File: config.mk
export PLATFORM = sky130hd
export DESIGN_NAME = scaled_int_to_float32_event_decode_core_flat
export DESIGN_NICKNAME = d
export VERILOG_FILES = /design/src/sv/sitf_pkg.sv /design/src/sv/sitf_if.sv /design/src/sv/sitf_lzc.sv /design/src/sv/scaled_int_to_float32_event_decode_core.sv /design/src/flat_wrapper.sv
export SDC_FILE = /design/constraint.sdc
export NUM_CORES = 1
export LEC_CHECK = 0
export ABC_AREA = 0
export ABC_CLOCK_PERIOD_IN_PS = 5700
export BUFFER_PORTS_ARGS = -buffer_cell sky130_fd_sc_hd__buf_2
export CAP_MARGIN = 5
export CELL_PAD_IN_SITES_DETAIL_PLACEMENT = 1
export CELL_PAD_IN_SITES_GLOBAL_PLACEMENT = 2
export CORE_MARGIN = 5
export CORE_UTILIZATION = 35
export CTS_CLUSTER_SIZE = 14
export DETAILED_ROUTE_END_ITERATION = 16
export PLACE_DENSITY_LB_ADDON = 0.1
export SKIP_LAST_GASP = 1
export SLEW_MARGIN = 30
export SYNTH_ARGS = -nofsm -noshare
export SYNTH_HDL_FRONTEND = slang
export SYNTH_SLANG_ARGS = --single-unit
File: constraint.sdc
create_clock -name clk -period 5.7 [get_ports clk]
set_input_delay 1.14 -clock clk [delete_from_list [all_inputs] [get_ports clk]]
set_output_delay 1.14 -clock clk [all_outputs]
set_load 0.005 [all_outputs]
File: src/sv/sitf_pkg.sv
// ----------------------------------------------------------------------------
// sitf_pkg
// Shared types and constants for the scaled integer to binary32 event decoder.
// ----------------------------------------------------------------------------
package sitf_pkg;

  // Event opcodes
  localparam logic [1:0] OP_PITCH = 2'd0;
  localparam logic [1:0] OP_BANK  = 2'd1;

  // Result status codes
  typedef enum logic [1:0] {
    ST_DECODED   = 2'd0,
    ST_BAD_EVENT = 2'd1,
    ST_INACTIVE  = 2'd2,
    ST_BAD_MODE  = 2'd3
  } status_t;

  // Scale: |payload| * SCALE_SIG * 2^SCALE_EXP
  localparam int                 SCALE_W   = 24;
  localparam logic [SCALE_W-1:0] SCALE_SIG = SCALE_W'(11542725);
  localparam int                 SCALE_EXP = -28;
  localparam int                 EXP_BIAS  = 127;

  // Product fits in 55 bits (2^31 * scale < 2^55)
  localparam int PROD_W   = 55;
  localparam int LZC_W    = 6;
  localparam int WIDE_P   = 53;  // first rounding precision
  localparam int NARROW_P = 24;  // second rounding precision

  // Biased exponent of a product whose MSB sits at bit PROD_W-1
  localparam logic [7:0] EXP_BASE = 8'(PROD_W - 1 + SCALE_EXP + EXP_BIAS);

  // Sideband that travels with each request through the pipeline
  typedef struct packed {
    status_t status;
    logic    target;
    logic    sign;
    logic    nz;
  } side_t;

endpackage

File: src/sv/sitf_if.sv
// ----------------------------------------------------------------------------
// sitf_in_if / sitf_out_if
// Valid/ready channels for event requests and decoded results.
// ----------------------------------------------------------------------------
interface sitf_in_if;
  logic               valid;
  logic               ready;
  logic [1:0]         opcode;
  logic               vehicle_inactive;
  logic signed [31:0] payload;

  modport source (output valid, opcode, vehicle_inactive, payload, input ready);
  modport sink   (input valid, opcode, vehicle_inactive, payload, output ready);
endinterface

interface sitf_out_if;
  logic        valid;
  logic        ready;
  logic [1:0]  status;
  logic        target_field;
  logic [31:0] value_bits;
  logic        clear_rest;

  modport source (output valid, status, target_field, value_bits, clear_rest,
                  input ready);
  modport sink   (input valid, status, target_field, value_bits, clear_rest,
                  output ready);
endinterface

File: src/sv/sitf_lzc.sv
// ----------------------------------------------------------------------------
// sitf_lzc
// Leading-zero count of the scaled product.
// ----------------------------------------------------------------------------
module sitf_lzc import sitf_pkg::*; (
  input  logic [PROD_W-1:0] value,
  output logic [LZC_W-1:0]  count
);

  // Highest set bit wins; zero input gives 0 (result is masked later)
  always_comb begin
    count = '0;
    for (int i = 0; i < PROD_W; i++) begin
      if (value[i]) begin
        count = LZC_W'(PROD_W - 1 - i);
      end
    end
  end

endmodule

File: src/sv/scaled_int_to_float32_event_decode_core.sv
// ----------------------------------------------------------------------------
// scaled_int_to_float32_event_decode_core
// Decodes pitch/bank events and converts the scaled payload to binary32.
// ----------------------------------------------------------------------------
// Usage:
//   in_chan  - event requests (opcode, vehicle_inactive, signed payload),
//              valid/ready, accepted when both are high.
//   out_chan - one result per request (status, target_field, value_bits,
//              clear_rest), same handshake, in request order.
//   cfg_we / cfg_wdata - numeric_mode register, written on any edge with
//              cfg_we high; change it only while the pipeline is empty.
// Throughput: one request per cycle while out_chan.ready stays high, set
//   by the five-stage pipeline (input/abs, 32x24 multiply, normalize,
//   53-bit round, 24-bit round+pack); a request passes the stages in that
//   order and its result leaves from the stage 5 result register.
// Stalls: each stage holds while the stage after it is full and not
//   moving; bubbles close up, so in_chan.ready stays high as long as any
//   stage is free. Nothing is dropped or duplicated.
// Reset (rst_n low, synchronous): all stages empty, numeric_mode = 0.
// ----------------------------------------------------------------------------
module scaled_int_to_float32_event_decode_core import sitf_pkg::*; (
  input  logic              clk,
  input  logic              rst_n,
  input  logic              cfg_we,
  input  logic              cfg_wdata,
  sitf_in_if.sink           in_chan,
  sitf_out_if.source        out_chan
);

  // Numeric mode register
  logic mode_r;

  // Stage valids
  logic s1_v_r, s2_v_r, s3_v_r, s4_v_r, s5_v_r;
  // Stage load enables: a stage loads when it is empty or its content leaves
  logic en1, en2, en3, en4, en5;

  // Stage 1: checks and magnitude
  side_t              s1_side_r;
  logic [31:0]        s1_mag_r;
  side_t              side_nxt;
  logic [31:0]        mag_nxt;

  // Stage 2: product
  side_t              s2_side_r;
  logic [PROD_W-1:0]  s2_prod_r;
  logic [PROD_W-1:0]  prod_full;

  // Stage 3: normalized product and exponent
  side_t              s3_side_r;
  logic [PROD_W-1:0]  s3_norm_r;
  logic [7:0]         s3_exp_r;
  logic [LZC_W-1:0]   lzc;

  // Stage 4: rounded to 53 bits
  side_t              s4_side_r;
  logic [WIDE_P-1:0]  s4_sig_r;
  logic [7:0]         s4_exp_r;
  logic               rnd1;
  logic [WIDE_P:0]    sum1;

  // Stage 5: result register
  logic               rnd2;
  logic [NARROW_P:0]  sum2;
  logic [7:0]         exp2;
  logic [1:0]         status_nxt;
  logic               target_nxt;
  logic [31:0]        value_nxt;
  logic               clear_nxt;
  logic [1:0]         out_status_r;
  logic               out_target_r;
  logic [31:0]        out_value_r;
  logic               out_clear_r;

  // Handshake chain
  assign en5 = !s5_v_r || out_chan.ready;
  assign en4 = !s4_v_r || en5;
  assign en3 = !s3_v_r || en4;
  assign en2 = !s2_v_r || en3;
  assign en1 = !s1_v_r || en2;
  assign in_chan.ready = en1;

  // Status priority: bad opcode, inactive vehicle, bad numeric mode
  always_comb begin
    side_nxt.target = in_chan.opcode[0];
    side_nxt.sign   = in_chan.payload[31];
    side_nxt.nz     = (in_chan.payload != '0);
    if (in_chan.opcode != OP_PITCH && in_chan.opcode != OP_BANK) begin
      side_nxt.status = ST_BAD_EVENT;
    end else if (in_chan.vehicle_inactive) begin
      side_nxt.status = ST_INACTIVE;
    end else if (mode_r) begin
      side_nxt.status = ST_BAD_MODE;
    end else begin
      side_nxt.status = ST_DECODED;
    end
    // Most negative payload gives 2^31, exact in 32 bits
    mag_nxt = in_chan.payload[31] ? (~in_chan.payload + 32'd1) : in_chan.payload;
  end

  // 32x24 constant multiply
  assign prod_full = PROD_W'(s1_mag_r) * PROD_W'(SCALE_SIG);

  sitf_lzc u_lzc (
    .value (s2_prod_r),
    .count (lzc)
  );

  // First rounding: normalized MSB at bit 54, keep 53 bits, nearest-even
  assign rnd1 = s3_norm_r[1] & (s3_norm_r[0] | s3_norm_r[2]);
  assign sum1 = {1'b0, s3_norm_r[PROD_W-1:PROD_W-WIDE_P]} + (WIDE_P+1)'(rnd1);

  // Second rounding: keep 24 of the 53 bits, nearest-even, then pack
  always_comb begin
    rnd2 = s4_sig_r[WIDE_P-NARROW_P-1]
         & ((|s4_sig_r[WIDE_P-NARROW_P-2:0]) | s4_sig_r[WIDE_P-NARROW_P]);
    sum2 = {1'b0, s4_sig_r[WIDE_P-1:WIDE_P-NARROW_P]} + (NARROW_P+1)'(rnd2);
    exp2 = s4_exp_r + 8'(sum2[NARROW_P]);
    status_nxt = s4_side_r.status;
    target_nxt = 1'b0;
    value_nxt  = '0;
    clear_nxt  = 1'b0;
    if (s4_side_r.status == ST_DECODED) begin
      target_nxt = s4_side_r.target;
      clear_nxt  = s4_side_r.nz;
      if (s4_side_r.nz) begin
        value_nxt = {s4_side_r.sign, exp2, sum2[NARROW_P-2:0]};
      end
    end
  end

  // Control state
  always_ff @(posedge clk) begin
    if (!rst_n) begin
      mode_r <= 1'b0;
      s1_v_r <= 1'b0;
      s2_v_r <= 1'b0;
      s3_v_r <= 1'b0;
      s4_v_r <= 1'b0;
      s5_v_r <= 1'b0;
    end else begin
      if (cfg_we) begin
        mode_r <= cfg_wdata;
      end
      if (en1) begin
        s1_v_r <= in_chan.valid;
      end
      if (en2) begin
        s2_v_r <= s1_v_r;
      end
      if (en3) begin
        s3_v_r <= s2_v_r;
      end
      if (en4) begin
        s4_v_r <= s3_v_r;
      end
      if (en5) begin
        s5_v_r <= s4_v_r;
      end
    end
  end

  // Datapath registers
  always_ff @(posedge clk) begin
    if (en1) begin
      s1_side_r <= side_nxt;
      s1_mag_r  <= mag_nxt;
    end
    if (en2) begin
      s2_side_r <= s1_side_r;
      s2_prod_r <= prod_full;
    end
    if (en3) begin
      s3_side_r <= s2_side_r;
      s3_norm_r <= s2_prod_r << lzc;
      s3_exp_r  <= EXP_BASE - 8'(lzc);
    end
    if (en4) begin
      s4_side_r <= s3_side_r;
      // Carry out of the first rounding means exactly 2^53
      if (sum1[WIDE_P]) begin
        s4_sig_r <= sum1[WIDE_P:1];
        s4_exp_r <= s3_exp_r + 8'd1;
      end else begin
        s4_sig_r <= sum1[WIDE_P-1:0];
        s4_exp_r <= s3_exp_r;
      end
    end
    if (en5) begin
      out_status_r <= status_nxt;
      out_target_r <= target_nxt;
      out_value_r  <= value_nxt;
      out_clear_r  <= clear_nxt;
    end
  end

  assign out_chan.valid        = s5_v_r;
  assign out_chan.status       = out_status_r;
  assign out_chan.target_field = out_target_r;
  assign out_chan.value_bits   = out_value_r;
  assign out_chan.clear_rest   = out_clear_r;

endmodule
File: src/flat_wrapper.sv
// flat-port wrapper written by rule: the top's interface ports become plain ports
module scaled_int_to_float32_event_decode_core_flat import sitf_pkg::*;
  (clk, rst_n, cfg_we, cfg_wdata, in_chan_valid, in_chan_opcode, in_chan_vehicle_inactive, in_chan_payload, in_chan_ready, out_chan_valid, out_chan_status, out_chan_target_field, out_chan_value_bits, out_chan_clear_rest, out_chan_ready);
  sitf_in_if in_chan_i ();
  sitf_out_if out_chan_i ();
  input  logic clk;
  input  logic rst_n;
  input  logic cfg_we;
  input  logic cfg_wdata;
  input wire logic [$bits(in_chan_i.valid)-1:0] in_chan_valid;
  input wire logic [$bits(in_chan_i.opcode)-1:0] in_chan_opcode;
  input wire logic [$bits(in_chan_i.vehicle_inactive)-1:0] in_chan_vehicle_inactive;
  input wire logic [$bits(in_chan_i.payload)-1:0] in_chan_payload;
  output wire logic [$bits(in_chan_i.ready)-1:0] in_chan_ready;
  output wire logic [$bits(out_chan_i.valid)-1:0] out_chan_valid;
  output wire logic [$bits(out_chan_i.status)-1:0] out_chan_status;
  output wire logic [$bits(out_chan_i.target_field)-1:0] out_chan_target_field;
  output wire logic [$bits(out_chan_i.value_bits)-1:0] out_chan_value_bits;
  output wire logic [$bits(out_chan_i.clear_rest)-1:0] out_chan_clear_rest;
  input wire logic [$bits(out_chan_i.ready)-1:0] out_chan_ready;
  assign in_chan_i.valid = in_chan_valid;
  assign in_chan_i.opcode = in_chan_opcode;
  assign in_chan_i.vehicle_inactive = in_chan_vehicle_inactive;
  assign in_chan_i.payload = in_chan_payload;
  assign in_chan_ready = in_chan_i.ready;
  assign out_chan_valid = out_chan_i.valid;
  assign out_chan_status = out_chan_i.status;
  assign out_chan_target_field = out_chan_i.target_field;
  assign out_chan_value_bits = out_chan_i.value_bits;
  assign out_chan_clear_rest = out_chan_i.clear_rest;
  assign out_chan_i.ready = out_chan_ready;
  scaled_int_to_float32_event_decode_core u_core (.clk(clk), .rst_n(rst_n), .cfg_we(cfg_we), .cfg_wdata(cfg_wdata), .in_chan(in_chan_i), .out_chan(out_chan_i));
endmodule
==> run_results.csv <==
group,metric,value,unit
logic_synthesis,yosys.area_share.simple,10.78,%
clocking,cts_tree,"done",
hold_path,hold_class,"reg -> reg",
sta,rsz0062_at_grt,"yes",
sta,setup_viol,22,
global_routing,antenna_found_initial,0,
sta,setup_slack,-0.4859,ns
logic_synthesis,yosys.cell_types.count,90,
drt,drt-total-wl,76340,um
drt,ant_nets,0,
logic_synthesis,synth_top_family_by_area,"adder cells",
placement,io_buffers,78,
cells_and_area,ff_latch_area,8138,um2
floorplan,dieWidth,279.5,um
placement,place_congestion,0.8846,
cells_and_area,multiInputGateArea,16540,um2
clocking,clk_pin_slew_worst_paths,0.05,ns
sta,post-route-period-util,108.5,%
cells_and_area,area_growth,22.60,%
setup_path,critPathMaxFanout,4,
placement,hpwlAfterDp,63910,um
sta,report.final.hold_viol_count,0,
setup_path,cp-end-kind,"flop",
logic_synthesis,synth_flop_cell,"edfxtp_1",
global_routing,grt_pass1_vias,20930,
sta,drv_slew,0,
sta,fmax,0.1617,GHz
outcome,status,"finished, violations left",
sta,period_needed,6.186,ns
global_routing,grt_usage,19.26,%
logic_synthesis,synth_xor_area_share,5.444,%
logic_synthesis,synthArstFlopShare,0,%
global_routing,grt_pass1_wl,118900,um
logic_synthesis,ys_warn_count,0,
drt,drt-pass1-iter-count,7,
clocking,cts_buffers,36,
cells_and_area,diodes,0,
cells_and_area,nets,3304,
run,maxCapViolCount,0,
clocking,root_buffer,"clkbuf_16",
cells_and_area,layout.cells.most_common_list,"inv_1 (399), ha_1 (276), edfxtp_1 (267), buf_4 (246), nor2_1 (145)",
logic_synthesis,synth.area.mux_share,6.847,%
floorplan,core_area,71730,um2
floorplan,rows,98,
logic_synthesis,synthCells,2457,
clocking,insertion_delay,0.56,ns
cells_and_area,layout_commonest_cell,"inv_1",
global_routing,grt_overflow,0,
setup_path,cp_data_required_time,5.98,ns
cells_and_area,fill_cells,7905,
logic_synthesis,synth_compound_area_share,9.333,%
floorplan,chipHeight,279.5,um
drt,avgViaCountPerCell,4.958,
logic_synthesis,synth_seq_cells,273,
floorplan,die_area,78120,um2
outcome,violations,"negative setup slack",
setup_path,critPathMaxStageDelay,0.60,ns
logic_synthesis,synth_enable_flop_cells,267,
clocking,clk_path_buf_depth,3,
drt,first_iter_violations,598,
clocking,cts_hold_buf,0,
drt,routedWlPerCell,20.30,um
clocking,cts.sinks,273,
sta,clock_skew,0.02502,ns
sta,tightest_slew,0.8523,ns
logic_synthesis,ys_seq_area_share,32.01,%
floorplan,ioPinCount,79,
setup_path,cpMostUsedCell,"fa_1",
global_routing,grt_max_degree,61,
clocking,htreeDepth,2,
sta,slew-limit-headroom,42.58,%
setup_path,arrival,6.46,ns
logic_synthesis,synth_nets,2977,
logic_synthesis,syn-cell-area,25420,um2
setup_path,slowest_stage,"fa_1",
setup_path,crit_path_start_kind,"flop",
cells_and_area,layout-drive-gt1-share,23.94,%
drt,drc,0,
logic_synthesis,synthAdderAreaFrac,27.92,%
sta,hold-worst-slack,0.4180,ns
cells_and_area,finish.utilization,43.45,%
floorplan,start_util,35.44,%
placement,place_ws,-0.6549,ns
drt,num_vias,18650,
setup_path,worstSetupPathType,"reg -> reg",
logic_synthesis,synth.avg_cell_area,10.35,um2
## per-stage QoR
step,cells,TNS [ns],instance area [um2]
detailed placement,3642,-8.540,28610
CTS,3739,-6.997,30520
global placement,3642,-7.706,28610
finish,3761,-6.709,31160
global route,3761,-11.28,31160
floorplan,2457,-0.02928,25680
## cells in the mapped netlist (21+ instances only)
cell type  count  share of area, %
and3_1        29              0.71
inv_1        432               6.4
a21oi_1       77               1.5
mux2_2        45               2.0
nor2_1       150               2.2
buf_2         22              0.43
xor2_1        64               2.2
clkbuf_1      21              0.31
o21ai_0       63               1.2
fa_1         147                12
edfxtp_1     267                32
nand3_1       63               1.2
nand4_1       24              0.59
nor3_1        31              0.61
ha_1         332                16
xnor2_1       94               3.2
mux2i_1      112               4.4
a21o_1        28              0.83
nand2_1      133               2.0
## worst paths after layout
| check | startpoint | depth (start not counted) | slack (ns) | end |
|---|---|---|---|---|
| worst max-delay path | u_core.s1_mag_r[8]$_DFFE_PP_ | 25 | -0.49 | u_core.s2_prod_r[54]$_DFFE_PP_ |
| worst min-delay path | u_core.s3_side_r[1]$_DFFE_PP_ | 0 | 0.42 | u_core.s4_side_r[1]$_DFFE_PP_ |
| worst min register to register | u_core.s3_side_r[1]$_DFFE_PP_ | 0 | 0.42 | u_core.s4_side_r[1]$_DFFE_PP_ |
| worst max register to register | u_core.s1_mag_r[8]$_DFFE_PP_ | 25 | -0.49 | u_core.s2_prod_r[54]$_DFFE_PP_ |
## worst max-delay path, delay by kind of cell, from the launching register on
| kind | cells | cell delay [ns] |
|---|---|---|
| compound gates | 6 | 1.21 |
| xor+xnor | 1 | 0.08 |
| fa+ha+maj | 8 | 3.35 |
| buf+inv | 6 | 0.44 |
| flops | 1 | 0.45 |
| simple gates | 4 | 0.39 |
## timing repair
action                                  CTS  global route
setup buffers                            33            26
pin swaps                                96           110
endpoints found under the setup margin   24            31
hold endpoints to repair                  0             0
resized for setup                       108            85
## cells by family after synthesis
kind of cell / count (synthesis)
buffers and inverters: 493
AO/OA/AOI/OAI: 340
multiplexers: 162
AND/OR/NAND/NOR: 552
adder cells (fa/ha/maj): 479
XOR/XNOR: 158
flip-flops: 273
## layout make-up
class	instances	area share, %
Multi-Input combinational cell	1691	53.09
Tap cell	950	3.814
Clock inverter	15	0.4657
Timing Repair Buffer	348	8.102
Inverter	434	5.227
Sequential cell	273	26.11
Clock buffer	50	3.188
## per-layer routing
| metal | wire length, um | vias up | GRT usage [%] |
|---|---|---|---|
| li1 | - | 9156 | - |
| met1 | 31090 | 9146 | 22.33 |
| met2 | 40640 | 220 | 36.95 |
| met3 | 1689 | 124 | 2.050 |
| met4 | 2925 | 0 | 6.371 |
| met5 | 0 | - | 0 |
## sequential cells by signal, indices dropped and copies added (netlist names), 2 cells and up
signal,cells
u_core.s1_mag_r,32
u_core.s4_sig_r,53
u_core.s1_side_r,5
u_core.s3_side_r,5
u_core.s3_exp_r,8
u_core.s2_side_r,5
u_core.s3_norm_r,55
u_core.s4_exp_r,8
u_core.s4_side_r,3
u_core.s2_prod_r,55
u_core.status_nxt,2
u_core.out_chan.value_bits,32
u_core.out_chan.status,2
Power is left out: the tool's default activity adds up to more than one toggle a clock period on the data nets, which glitch-free logic cannot reach.
